$ cat src/rtl/shs_pkg.sv
package shs_pkg;

    localparam int unsigned BLOCK_BITS = 512;
    localparam int unsigned WORD_BITS  = 32;
    localparam int unsigned ROUNDS     = 64;

    localparam logic [5:0] FILL_LAST    = 6'd63;
    localparam logic [5:0] FILL_PAD_END = 6'd56;
    localparam logic [7:0] PAD_BYTE     = 8'h80;
    localparam logic [5:0] ROUND_LAST   = 6'd63;
    localparam logic [2:0] WORD_LAST    = 3'd7;

    localparam logic [0:0] MODE_ABSORB = 1'b0;
    localparam logic [0:0] MODE_FINISH = 1'b1;

    localparam logic [31:0] INIT_H [8] = '{
        32'h6a09e667, 32'hbb67ae85, 32'h3c6ef372, 32'ha54ff53a,
        32'h510e527f, 32'h9b05688c, 32'h1f83d9ab, 32'h5be0cd19
    };

    localparam logic [31:0] ROUND_K [64] = '{
        32'h428a2f98, 32'h71374491, 32'hb5c0fbcf, 32'he9b5dba5,
        32'h3956c25b, 32'h59f111f1, 32'h923f82a4, 32'hab1c5ed5,
        32'hd807aa98, 32'h12835b01, 32'h243185be, 32'h550c7dc3,
        32'h72be5d74, 32'h80deb1fe, 32'h9bdc06a7, 32'hc19bf174,
        32'he49b69c1, 32'hefbe4786, 32'h0fc19dc6, 32'h240ca1cc,
        32'h2de92c6f, 32'h4a7484aa, 32'h5cb0a9dc, 32'h76f988da,
        32'h983e5152, 32'ha831c66d, 32'hb00327c8, 32'hbf597fc7,
        32'hc6e00bf3, 32'hd5a79147, 32'h06ca6351, 32'h14292967,
        32'h27b70a85, 32'h2e1b2138, 32'h4d2c6dfc, 32'h53380d13,
        32'h650a7354, 32'h766a0abb, 32'h81c2c92e, 32'h92722c85,
        32'ha2bfe8a1, 32'ha81a664b, 32'hc24b8b70, 32'hc76c51a3,
        32'hd192e819, 32'hd6990624, 32'hf40e3585, 32'h106aa070,
        32'h19a4c116, 32'h1e376c08, 32'h2748774c, 32'h34b0bcb5,
        32'h391c0cb3, 32'h4ed8aa4a, 32'h5b9cca4f, 32'h682e6ff3,
        32'h748f82ee, 32'h78a5636f, 32'h84c87814, 32'h8cc70208,
        32'h90befffa, 32'ha4506ceb, 32'hbef9a3f7, 32'hc67178f2
    };

    typedef enum logic [6:0] {
        ST_IDLE      = 7'b0000001,
        ST_COMPRESS  = 7'b0000010,
        ST_FOLD      = 7'b0000100,
        ST_PAD_FIRST = 7'b0001000,
        ST_PAD_ZERO  = 7'b0010000,
        ST_PAD_LEN   = 7'b0100000,
        ST_EMIT      = 7'b1000000
    } state_t;

    typedef enum logic [1:0] {
        BYTE_IN   = 2'd0,
        BYTE_PAD  = 2'd1,
        BYTE_ZERO = 2'd2,
        BYTE_LEN  = 2'd3
    } byte_sel_t;

    typedef struct packed {
        logic      push;
        byte_sel_t byte_sel;
        logic      count_len;
        logic      load_work;
        logic      round_en;
        logic [5:0] round_idx;
        logic      fold;
        logic      clear;
        logic [2:0] word_idx;
    } cmd_t;

    typedef struct packed {
        logic fill_last;
        logic fill_pad_end;
    } status_t;

endpackage

$ cat src/rtl/shs_ctrl.sv
module shs_ctrl (
    input  logic             aclk,
    input  logic             aresetn,
    input  logic             in_valid,
    input  logic             in_mode,
    output logic             in_ready,
    output logic             out_valid,
    input  logic             out_ready,
    input  shs_pkg::status_t status,
    output shs_pkg::cmd_t    cmd
);

    shs_pkg::state_t state_reg, state_next;
    shs_pkg::state_t ret_reg, ret_next;
    logic [5:0] round_reg, round_next;
    logic [2:0] word_reg, word_next;

    always_ff @(posedge aclk) begin
        if (!aresetn) begin
            state_reg <= shs_pkg::ST_IDLE;
            ret_reg   <= shs_pkg::ST_IDLE;
            round_reg <= '0;
            word_reg  <= '0;
        end else begin
            state_reg <= state_next;
            ret_reg   <= ret_next;
            round_reg <= round_next;
            word_reg  <= word_next;
        end
    end

    always_comb begin
        state_next    = state_reg;
        ret_next      = ret_reg;
        round_next    = round_reg;
        word_next     = word_reg;
        in_ready      = 1'b0;
        out_valid     = 1'b0;
        cmd           = '0;
        cmd.byte_sel  = shs_pkg::BYTE_IN;
        cmd.round_idx = round_reg;
        cmd.word_idx  = word_reg;

        case (state_reg)
            shs_pkg::ST_IDLE: begin
                in_ready = 1'b1;
                if (in_valid) begin
                    if (in_mode == shs_pkg::MODE_FINISH) begin
                        state_next = shs_pkg::ST_PAD_FIRST;
                    end else begin
                        cmd.push      = 1'b1;
                        cmd.count_len = 1'b1;
                        if (status.fill_last) begin
                            cmd.load_work = 1'b1;
                            ret_next      = shs_pkg::ST_IDLE;
                            state_next    = shs_pkg::ST_COMPRESS;
                        end
                    end
                end
            end
            shs_pkg::ST_PAD_FIRST: begin
                cmd.push     = 1'b1;
                cmd.byte_sel = shs_pkg::BYTE_PAD;
                state_next   = shs_pkg::ST_PAD_ZERO;
                if (status.fill_last) begin
                    cmd.load_work = 1'b1;
                    ret_next      = shs_pkg::ST_PAD_ZERO;
                    state_next    = shs_pkg::ST_COMPRESS;
                end
            end
            shs_pkg::ST_PAD_ZERO: begin
                if (status.fill_pad_end) begin
                    state_next = shs_pkg::ST_PAD_LEN;
                end else begin
                    cmd.push     = 1'b1;
                    cmd.byte_sel = shs_pkg::BYTE_ZERO;
                    if (status.fill_last) begin
                        cmd.load_work = 1'b1;
                        ret_next      = shs_pkg::ST_PAD_ZERO;
                        state_next    = shs_pkg::ST_COMPRESS;
                    end
                end
            end
            shs_pkg::ST_PAD_LEN: begin
                cmd.push     = 1'b1;
                cmd.byte_sel = shs_pkg::BYTE_LEN;
                if (status.fill_last) begin
                    cmd.load_work = 1'b1;
                    ret_next      = shs_pkg::ST_EMIT;
                    state_next    = shs_pkg::ST_COMPRESS;
                end
            end
            shs_pkg::ST_COMPRESS: begin
                cmd.round_en = 1'b1;
                round_next   = round_reg + 6'd1;
                if (round_reg == shs_pkg::ROUND_LAST) begin
                    state_next = shs_pkg::ST_FOLD;
                end
            end
            shs_pkg::ST_FOLD: begin
                cmd.fold   = 1'b1;
                state_next = ret_reg;
            end
            shs_pkg::ST_EMIT: begin
                out_valid = 1'b1;
                if (out_ready) begin
                    word_next = word_reg + 3'd1;
                    if (word_reg == shs_pkg::WORD_LAST) begin
                        // digest gone: back to the initial hash state
                        cmd.clear  = 1'b1;
                        state_next = shs_pkg::ST_IDLE;
                    end
                end
            end
            default: begin
                state_next = shs_pkg::ST_IDLE;
            end
        endcase
    end

endmodule

$ cat src/rtl/shs_datapath.sv
module shs_datapath (
    input  logic             aclk,
    input  logic             aresetn,
    input  logic [7:0]       in_byte,
    input  shs_pkg::cmd_t    cmd,
    output shs_pkg::status_t status,
    output logic [31:0]      digest_word
);

    localparam int unsigned BB = shs_pkg::BLOCK_BITS;

    // window holds 16 schedule words, oldest at the top
    logic [BB-1:0] window_reg, window_next;
    logic [31:0]   chain_reg [8];
    logic [31:0]   work_reg  [8];
    logic [63:0]   len_reg;
    logic [5:0]    fill_reg;

    logic [7:0]  push_byte;
    logic [31:0] w_cur, w_1, w_9, w_14, w_new;
    logic [31:0] a, e, t1, t2, big0, big1, ch, maj;

    function automatic logic [31:0] rotr(input logic [31:0] x, input int unsigned n);
        rotr = (x >> n) | (x << (32 - n));
    endfunction

    assign status.fill_last    = (fill_reg == shs_pkg::FILL_LAST);
    assign status.fill_pad_end = (fill_reg == shs_pkg::FILL_PAD_END);
    assign digest_word         = chain_reg[cmd.word_idx];

    always_comb begin
        case (cmd.byte_sel)
            shs_pkg::BYTE_IN:   push_byte = in_byte;
            shs_pkg::BYTE_PAD:  push_byte = shs_pkg::PAD_BYTE;
            shs_pkg::BYTE_ZERO: push_byte = 8'h00;
            // length goes out most significant byte first
            shs_pkg::BYTE_LEN:  push_byte = len_reg[{~fill_reg[2:0], 3'b000} +: 8];
            default:            push_byte = 8'h00;
        endcase
    end

    assign w_cur = window_reg[BB-1      -: 32];
    assign w_1   = window_reg[BB-1-32   -: 32];
    assign w_9   = window_reg[BB-1-288  -: 32];
    assign w_14  = window_reg[BB-1-448  -: 32];
    assign w_new = w_cur
                 + (rotr(w_1, 7) ^ rotr(w_1, 18) ^ (w_1 >> 3))
                 + w_9
                 + (rotr(w_14, 17) ^ rotr(w_14, 19) ^ (w_14 >> 10));

    assign a    = work_reg[0];
    assign e    = work_reg[4];
    assign big1 = rotr(e, 6) ^ rotr(e, 11) ^ rotr(e, 25);
    assign ch   = (e & work_reg[5]) ^ (~e & work_reg[6]);
    assign t1   = work_reg[7] + big1 + ch + shs_pkg::ROUND_K[cmd.round_idx] + w_cur;
    assign big0 = rotr(a, 2) ^ rotr(a, 13) ^ rotr(a, 22);
    assign maj  = (a & work_reg[1]) ^ (a & work_reg[2]) ^ (work_reg[1] & work_reg[2]);
    assign t2   = big0 + maj;

    always_comb begin
        window_next = window_reg;
        if (cmd.push) begin
            window_next = {window_reg[BB-9:0], push_byte};
        end else if (cmd.round_en) begin
            window_next = {window_reg[BB-33:0], w_new};
        end
    end

    always_ff @(posedge aclk) begin
        window_reg <= window_next;
        if (cmd.load_work) begin
            work_reg <= chain_reg;
        end else if (cmd.round_en) begin
            work_reg[0] <= t1 + t2;
            work_reg[1] <= work_reg[0];
            work_reg[2] <= work_reg[1];
            work_reg[3] <= work_reg[2];
            work_reg[4] <= work_reg[3] + t1;
            work_reg[5] <= work_reg[4];
            work_reg[6] <= work_reg[5];
            work_reg[7] <= work_reg[6];
        end
    end

    always_ff @(posedge aclk) begin
        if (!aresetn) begin
            chain_reg <= shs_pkg::INIT_H;
            len_reg   <= '0;
            fill_reg  <= '0;
        end else begin
            if (cmd.clear) begin
                chain_reg <= shs_pkg::INIT_H;
                len_reg   <= '0;
                fill_reg  <= '0;
            end else begin
                if (cmd.fold) begin
                    for (int i = 0; i < 8; i++) begin
                        chain_reg[i] <= chain_reg[i] + work_reg[i];
                    end
                end
                if (cmd.count_len) begin
                    len_reg <= len_reg + 64'd8;
                end
                if (cmd.push) begin
                    fill_reg <= fill_reg + 6'd1;
                end
            end
        end
    end

endmodule

$ cat src/rtl/sha256_stream_hasher_core.sv
// SHA-256 over a byte stream.
// Slave channel: one transaction per byte. s_tuser = 0 appends s_tdata to the
// message; s_tuser = 1 finishes the message (s_tdata ignored).
// Master channel: after a finish, eight transactions carry the digest words,
// word 0 first, big-endian; m_tlast marks the eighth.
// Flow: an absorb byte is taken while idle; the byte that completes a 64-byte
// block is followed by a compression (64 rounds on the single round unit, then
// a fold step) before the next byte is taken. A finish starts the padding:
// one padding byte per cycle (9 to 72 bytes) while no block is compressed,
// a step without a byte before the length bytes, one or two compressions, and
// then the digest words.
// s_tready is high only while the core is idle; one item is in work at a time.
// A stalled receiver holds the current digest word on m_tdata; the core
// waits and takes no input until all eight words are delivered, after which
// it is ready for a new message from the initial hash values.
// Reset (aresetn low, synchronous) loads the initial hash values and clears
// the bit count and block fill; the core is ready in the next cycle.
module sha256_stream_hasher_core (
    input  logic        aclk,
    input  logic        aresetn,
    input  logic        s_tvalid,
    output logic        s_tready,
    input  logic [7:0]  s_tdata,   // [7:0] data_byte
    input  logic        s_tuser,   // [0] mode
    output logic        m_tvalid,
    input  logic        m_tready,
    output logic [39:0] m_tdata,   // [31:0] digest_word, [34:32] word_index, [39:35] zero
    output logic        m_tlast    // last_word
);

    shs_pkg::cmd_t    cmd;
    shs_pkg::status_t status;
    logic [31:0]      digest_word;

    shs_ctrl u_ctrl (
        .aclk      (aclk),
        .aresetn   (aresetn),
        .in_valid  (s_tvalid),
        .in_mode   (s_tuser),
        .in_ready  (s_tready),
        .out_valid (m_tvalid),
        .out_ready (m_tready),
        .status    (status),
        .cmd       (cmd)
    );

    shs_datapath u_datapath (
        .aclk        (aclk),
        .aresetn     (aresetn),
        .in_byte     (s_tdata),
        .cmd         (cmd),
        .status      (status),
        .digest_word (digest_word)
    );

    assign m_tdata = {5'b00000, cmd.word_idx, digest_word};
    assign m_tlast = (cmd.word_idx == shs_pkg::WORD_LAST);

endmodule
$ cat config.mk
export PLATFORM = sky130hd
export DESIGN_NAME = sha256_stream_hasher_core
export DESIGN_NICKNAME = d
export VERILOG_FILES = /design/src/rtl/shs_pkg.sv /design/src/rtl/shs_ctrl.sv /design/src/rtl/shs_datapath.sv /design/src/rtl/sha256_stream_hasher_core.sv
export SDC_FILE = /design/constraint.sdc
export NUM_CORES = 2
export LEC_CHECK = 0
export BUFFER_PORTS_ARGS = -buffer_cell sky130_fd_sc_hd__buf_4
export CORE_MARGIN = 2
export CORE_UTILIZATION = 55
export DETAILED_ROUTE_END_ITERATION = 10
export HOLD_SLACK_MARGIN = 0.06
export PLACE_DENSITY_LB_ADDON = 0.05
export SLEW_MARGIN = 15
export SYNTH_ARGS = -nofsm -noshare
export SYNTH_HDL_FRONTEND = slang
export SYNTH_SLANG_ARGS = --single-unit
$ cat constraint.sdc
create_clock -name aclk -period 20.1 [get_ports aclk]
set_clock_uncertainty 0.1 [all_clocks]
set_input_delay 1.005 -clock aclk [delete_from_list [all_inputs] [get_ports aclk]]
set_output_delay 1.005 -clock aclk [all_outputs]
set_load 0.05 [all_outputs]
Word-level counts from Yosys, hierarchy flattened
Memories as Yosys holds them, arrays and structs flattened.
Index checks and enable logic that the tools add are counted.
- add/subtract/negate cells: 22
- $lt $le $gt $ge: 2
- eq/ne operators: 22
- shift-type cells: 1
- muxes and demuxes: 44
- bitwise logic cells: 31
- reduce and logical (&&, ||, !) cells: 9
- operators by type and width (operator ; count):
    two-way mux 512 bit ; 2
    adder 32 bit ; 18
    two-way mux 256 bit ; 2
    bitwise XOR 32 bit ; 9
    AND 32 bit ; 5
    two-way mux 32 bit ; 4
    binary-select mux 32 bit (select 3 bit) ; 1
    two-way mux 7 bit ; 13
    adder 64 x 4 -> 64 bit (second input constant) ; 1
    variable part select 64 x 7 -> 8 bit ; 1
    case mux 7 bit (7 select lines) ; 1
    NOT 32 bit ; 1
    bitwise OR 10 x 32 -> 32 bit ; 1
    bitwise OR 13 x 32 -> 32 bit ; 1
    bitwise OR 14 x 32 -> 32 bit ; 1
    bitwise OR 15 x 32 -> 32 bit ; 1
    bitwise OR 19 x 32 -> 32 bit ; 1
    bitwise OR 21 x 32 -> 32 bit ; 1
    bitwise OR 25 x 32 -> 32 bit ; 1
    bitwise OR 26 x 32 -> 32 bit ; 1
    bitwise OR 30 x 32 -> 32 bit ; 1
    bitwise OR 7 x 32 -> 32 bit ; 1
    case mux 8 bit (4 select lines) ; 1
    bitwise XOR 32 x 22 -> 32 bit ; 1
    other kinds (36) ; 61
- register bits after elaboration: 1117
- ROM bits: 2048
- input port bits: 13
- logic and storage cells: 155
- memories kept: 1
- memory list (name ; words ; width ; read ports ; clocked after Yosys merged registers in ; wr ports ; RTL line ; RTL):
    (no name shown) ; 64 ; 32 ; 1 ; 0 ; 0 ; shs_datapath.sv:55 ; assign t1 = work_reg[7] + big1 + ch + shs_pkg::ROUND_K[cmd.round_idx] + w_cur;

Depth between registers and ports, before layout
- depth after elaboration: 10
- gate-level depth with buffers: 42
- depth with buffers taken out: 41

Cells and area by module
A second synthesis with hierarchy kept.
- cell total of the unflattened synthesis: 7191
- area, all modules: 75504.9 µm²
- by module, submodules not included (module ; instances ; cells an instance ; area an instance (µm²) ; seq. area each (µm²)):
    shs_datapath ; 1 ; 7037 ; 74276.2 ; 29528.3
    shs_ctrl ; 1 ; 147 ; 1181.1 ; 380.4
    sha256_stream_hasher_core ; 1 ; 7 ; 47.5 ; 0.0

Worst setup path before layout
No wires, ideal clock.
- path kind: register to register
- start: register u_datapath.fill_reg[0]
- end: register u_datapath.window_reg[0] (enable)
- setup time: 3670 ps
- data arrival time: 11077 ps
- data required time: 16330 ps
- path slack: 5254 ps
- cell stages (with the launch flop): 13
- buffers on the path: 5
- clock period less this slack: 14846 ps
- path through: dfxtp_1 clkbuf_1 clkbuf_1 inv_1 ha_1 and3b_1 nor2b_1 nor3_1 and2_1 buf_2 clkbuf_1 clkbuf_1 nand2_1
- longest elaborated chain between the ends: 4
- RTL lines (element ; RTL line ; RTL):
    start, declared ; shs_datapath.sv:17 ; logic [5:0] fill_reg;
    start signal, assigned ; shs_datapath.sv:105 ; fill_reg <= fill_reg + 6'd1;
    == test 6 bit ; shs_datapath.sv:28 ; assign status.fill_pad_end = (fill_reg == shs_pkg::FILL_PAD_END);
    two-way mux 3 bit ; shs_ctrl.sv:72 ; if (status.fill_pad_end) begin
    case mux 1 bit (3 select lines) ; shs_ctrl.sv:44 ; case (state_reg)
    nonzero test 2 bit (no line) ; - ;
    end signal, assigned ; shs_datapath.sv:70 ; window_reg <= window_next;
    end, declared ; shs_datapath.sv:13 ; logic [BB-1:0] window_reg, window_next;
No other way between the ends.
A chain may end at the register's enable or synchronous reset.

Final worst setup path
- start: register u_ctrl.round_reg[0]
- end: register u_datapath.work_reg (netlist bit u_datapath.a[29]), data pin
- longest elaborated chain between the ends: 9
- RTL lines (element ; RTL line ; RTL):
    start, declared ; shs_ctrl.sv:15 ; logic [5:0] round_reg, round_next;
    start signal, assigned ; shs_ctrl.sv:27 ; round_reg <= round_next;
    NOT 6 -> 7 bit (implied by the code) ; shs_datapath.sv:55 ;
    memory (64 x 32 bit) ; - ;
    two-way mux 32 bit (implied by the code) (2 in a row) ; shs_datapath.sv:55 ;
    adder 32 bit (2 in a row) ; shs_datapath.sv:55 ;
    adder 32 bit ; shs_datapath.sv:74 ; work_reg[0] <= t1 + t2;
    two-way mux 256 bit ; shs_datapath.sv:73 ; end else if (cmd.round_en) begin
    two-way mux 256 bit ; shs_datapath.sv:71 ; if (cmd.load_work) begin
    end signal, assigned ; shs_datapath.sv:72 ; work_reg <= chain_reg;
    end, declared ; shs_datapath.sv:15 ; logic [31:0] work_reg [8];
No other way between the ends. The select of a mux whose other input is x is not followed.

==> implementation parameters <==
Parameter                              Value

Setup path
  Critical Setup Path Class    reg2reg
  Count of buffering cells on the critical path with inverters included    6
  Critical path launch point type    register
  Critical path endpoint category    register
  Data arrival time of the critical path    11.31 ns
  Slowest CP cell    ha_1
  Family of cells with the greatest summed delay on the critical path    compound AO/OA/AOI/OAI gates
  Biggest fanout along the worst timing path    31
  Cell type with the highest occurrence count on the critical path    o21ai_0
  CP required    20.48 ns
  Slowest cell delay on critical path    0.88 ns

Logic synthesis
  Number of flip-flops and latches in the synthesized netlist    1,110
  Cell area after technology mapping    0.0746 mm2
  Largest cells by area after synthesis    edfxtp_1 (31%), nand2_1 (13%), dfxtp_1 (9.2%)
  Post-synth cell types    99
  Synth warnings    0
  Cell type contributing the most total cell area after synthesis    edfxtp_1
  Portion of synthesized cell area occupied by the leading cell type    0.309
  Async set or reset register ratio after synthesis    0
  Proportion of synthesized chip area in sequential cells    0.401
  Synthesized instance count    8,371
  Average footprint of a synthesized cell    8.91 um2
  Number of enable-type register cells in the synthesized netlist    768
  Flip-flop cell with the highest count after synthesis    edfxtp_1

Floorplanning
  Die Outline Area    0.139 mm2
  Die X-Extent    372 um
  Placeable core region    0.135 mm2
  Number of primary I/O pins    56
  Starting density of the core    0.553
  Overall die height    372 um
  Number of rows created at floorplan    135

Clocking
  Max clock buf depth    3
  Clk Latency, worst-skew pair    0.76 ns
  Clock Tree Root    clkbuf_16
  Total number of clock tree sinks    1,110
  Total CTS buffers    133
  Clock transition at the registers of the reported paths    0.06 ns
  Setup Buffers After CTS    0
  CTS tree    built
  H-tree depth    4
  Number of buffers inserted for hold repair after clock tree synthesis    0
  Resize count post-CTS    0

GRT
  Wire length of the first global-routing pass    369 mm
  Via count of the first global-routing pass    56,956
  Maximum number of pins on one net before global-route repair    220
  Antenna violations before repair    8
  Global-route usage over all layers    0.359
  Congestion Overflow GR    0

STA
  Ratio of final minimum period to clock period    0.544
  Smallest hold slack    0.362 ns
  Number of setup violations in the final report    0
  Final min period    10.93 ns
  Unrepaired setup endpoints after global routing    no
  Actual slew at the worst max-slew pin    1.35 ns
  Final Max Slew Viols    0
  Achievable clock frequency    91.5 MHz
  Worst-case setup margin in the final layout    9.17 ns
  Count of endpoints failing hold in the final timing report    0
  Tightest slew margin relative to the limit    0.102
  Total Negative Setup Slacks    0 ns

Power
  Total power divided by cell area    98.3 mW/mm2
  LEAKAGE    33.3 nW
  Peak supply drop    0.000123 V

Layout
  Area delta synth->final    7.76%
  Ratio of cells with drive above 1 in the final layout    0.0606
  Antenna diodes    0
  Post-layout util    0.595
  Largest register FFs    512
  Net count of the finished layout    8,756
  Finished Cell Area    0.0804 mm2

Placed design
  Worst-case setup slack after placement    9.39 ns
  Sum of net half-perimeters after detailed placement    184 mm
  Port Buffers    50
  Final weighted congestion of routability-driven global placement    0.987
  Placed Instance Area    0.0760 mm2

Hold path
  Worst hold-check path type    reg2reg

Run status
  Status    finished clean

Job
  Reported max-cap violation count    0

Detailed routing
  Overall via count from detail_route    61,438
  Total iterations of the first detailed-routing run    8
  Number of design-rule violations left by the first detailed-router iteration    6,996
  Antenna viol nets, final    0
  Via/cell ratio    6.12
  Wirelength per Cell    25.1 um
  Detailed Route WL    252 mm
  Remaining routing DRC violations    0
## worst register-to-register path, delay by kind of cell (launching register included)
family	cells	cell delay [ns]
xor+xnor	2	0.39
flops	1	0.30
fa+ha+maj	7	3.53
compound gates	19	3.95
buf+inv	6	1.22
simple gates	5	1.16
## Yosys cell counts, types with 14 or more instances
master and n:
a2111oi_0 14, a211o_1 15, a211oi_1 53, a21o_1 148, a21oi_1 502, a31oi_1 54, and2_1 16, and3_1 48
and4_1 14, buf_1 30, buf_2 74, clkbuf_1 367, dfxtp_1 342, edfxtp_1 768, fa_1 195, ha_1 398
inv_1 315, maj3_1 24, mux2_2 41, mux2i_1 44, mux4_2 81, nand2_1 2528, nand2b_1 60, nand3_1 113
nand4_1 39, nor2_1 393, nor2b_1 53, nor3_1 91, o211ai_1 121, o21a_1 75, o21ai_0 372, o21bai_1 59
o311ai_0 18, o31ai_1 23, or3_1 37, xnor2_1 402, xor2_1 214
## metrics by stage
step	cells	power (mW)
4_1_cts	10042	7.88
5_1_grt	10042	8.28
3_3_place_gp	9796	5.39
6_report	10042	7.90
3_5_place_dp	9796	5.43
2_1_floorplan	8375	4.78
## layer usage
layer	part of all wire	vias to the layer above	wire length, um	global-route usage
met2	0.44	2741	110000	0.543
met4	0.045	8	11300	0.143
met5	0.00023	-	59	0
met3	0.095	461	23800	0.0674
met1	0.42	29864	107000	0.507
li1	-	28364	-	-
## final timing paths
path         cells after the start                  end                start  slack [ns]
max reg2reg                     39     u_datapath.a[29]  u_ctrl.round_reg[0]        9.17
min                              2  u_ctrl.state_reg[4]    u_ctrl.ret_reg[4]        0.36
min reg2reg                      2  u_ctrl.state_reg[4]    u_ctrl.ret_reg[4]        0.36
max                             39     u_datapath.a[29]  u_ctrl.round_reg[0]        9.17
## power breakdown
| group | total [mW] | switching, mW | internal (mW) |
|---|---|---|---|
| Sequential | 2.95 | 0.167 | 2.78 |
| Combinational | 2.50 | 1.55 | 0.957 |
| Clock | 2.45 | 1.04 | 1.41 |
## final cells by class
class	count	area (um2)
fill	11891	54600
multi-input combinational	6468	41600
sequential	1110	29900
clock buffer	179	3660
tap	1781	2230
inverter	318	1190
timing repair buffer	119	981
clock inverter	67	728
## cell families after synthesis
family                   after synthesis  synth area share
AND/OR/NAND/NOR                     3465             0.192
other                                  1         0.0000503
multiplexers                         166            0.0366
XOR/XNOR                             617            0.0727
buffers and inverters                797            0.0418
AO/OA/AOI/OAI                       1598             0.134
adder cells (fa/ha/maj)              617             0.122
flip-flops                          1110             0.401
## cells in the final DEF (no fill, tap or decap), drive strengths merged, types with 92 or more instances in the layout
master / synthesis / routed
a21o: 150 / 150
a21oi: 503 / 503
buf: 112 / 119
clkbuf: 367 / 179
dfxtp: 342 / 342
edfxtp: 768 / 768
fa: 195 / 195
ha: 398 / 398
inv: 316 / 321
nand2: 2528 / 2528
nand3: 115 / 115
nor2: 395 / 395
nor3: 92 / 92
o211ai: 121 / 121
o21ai: 378 / 378
xnor2: 402 / 402
xor2: 214 / 214
(Power assumes the default switching activity.)
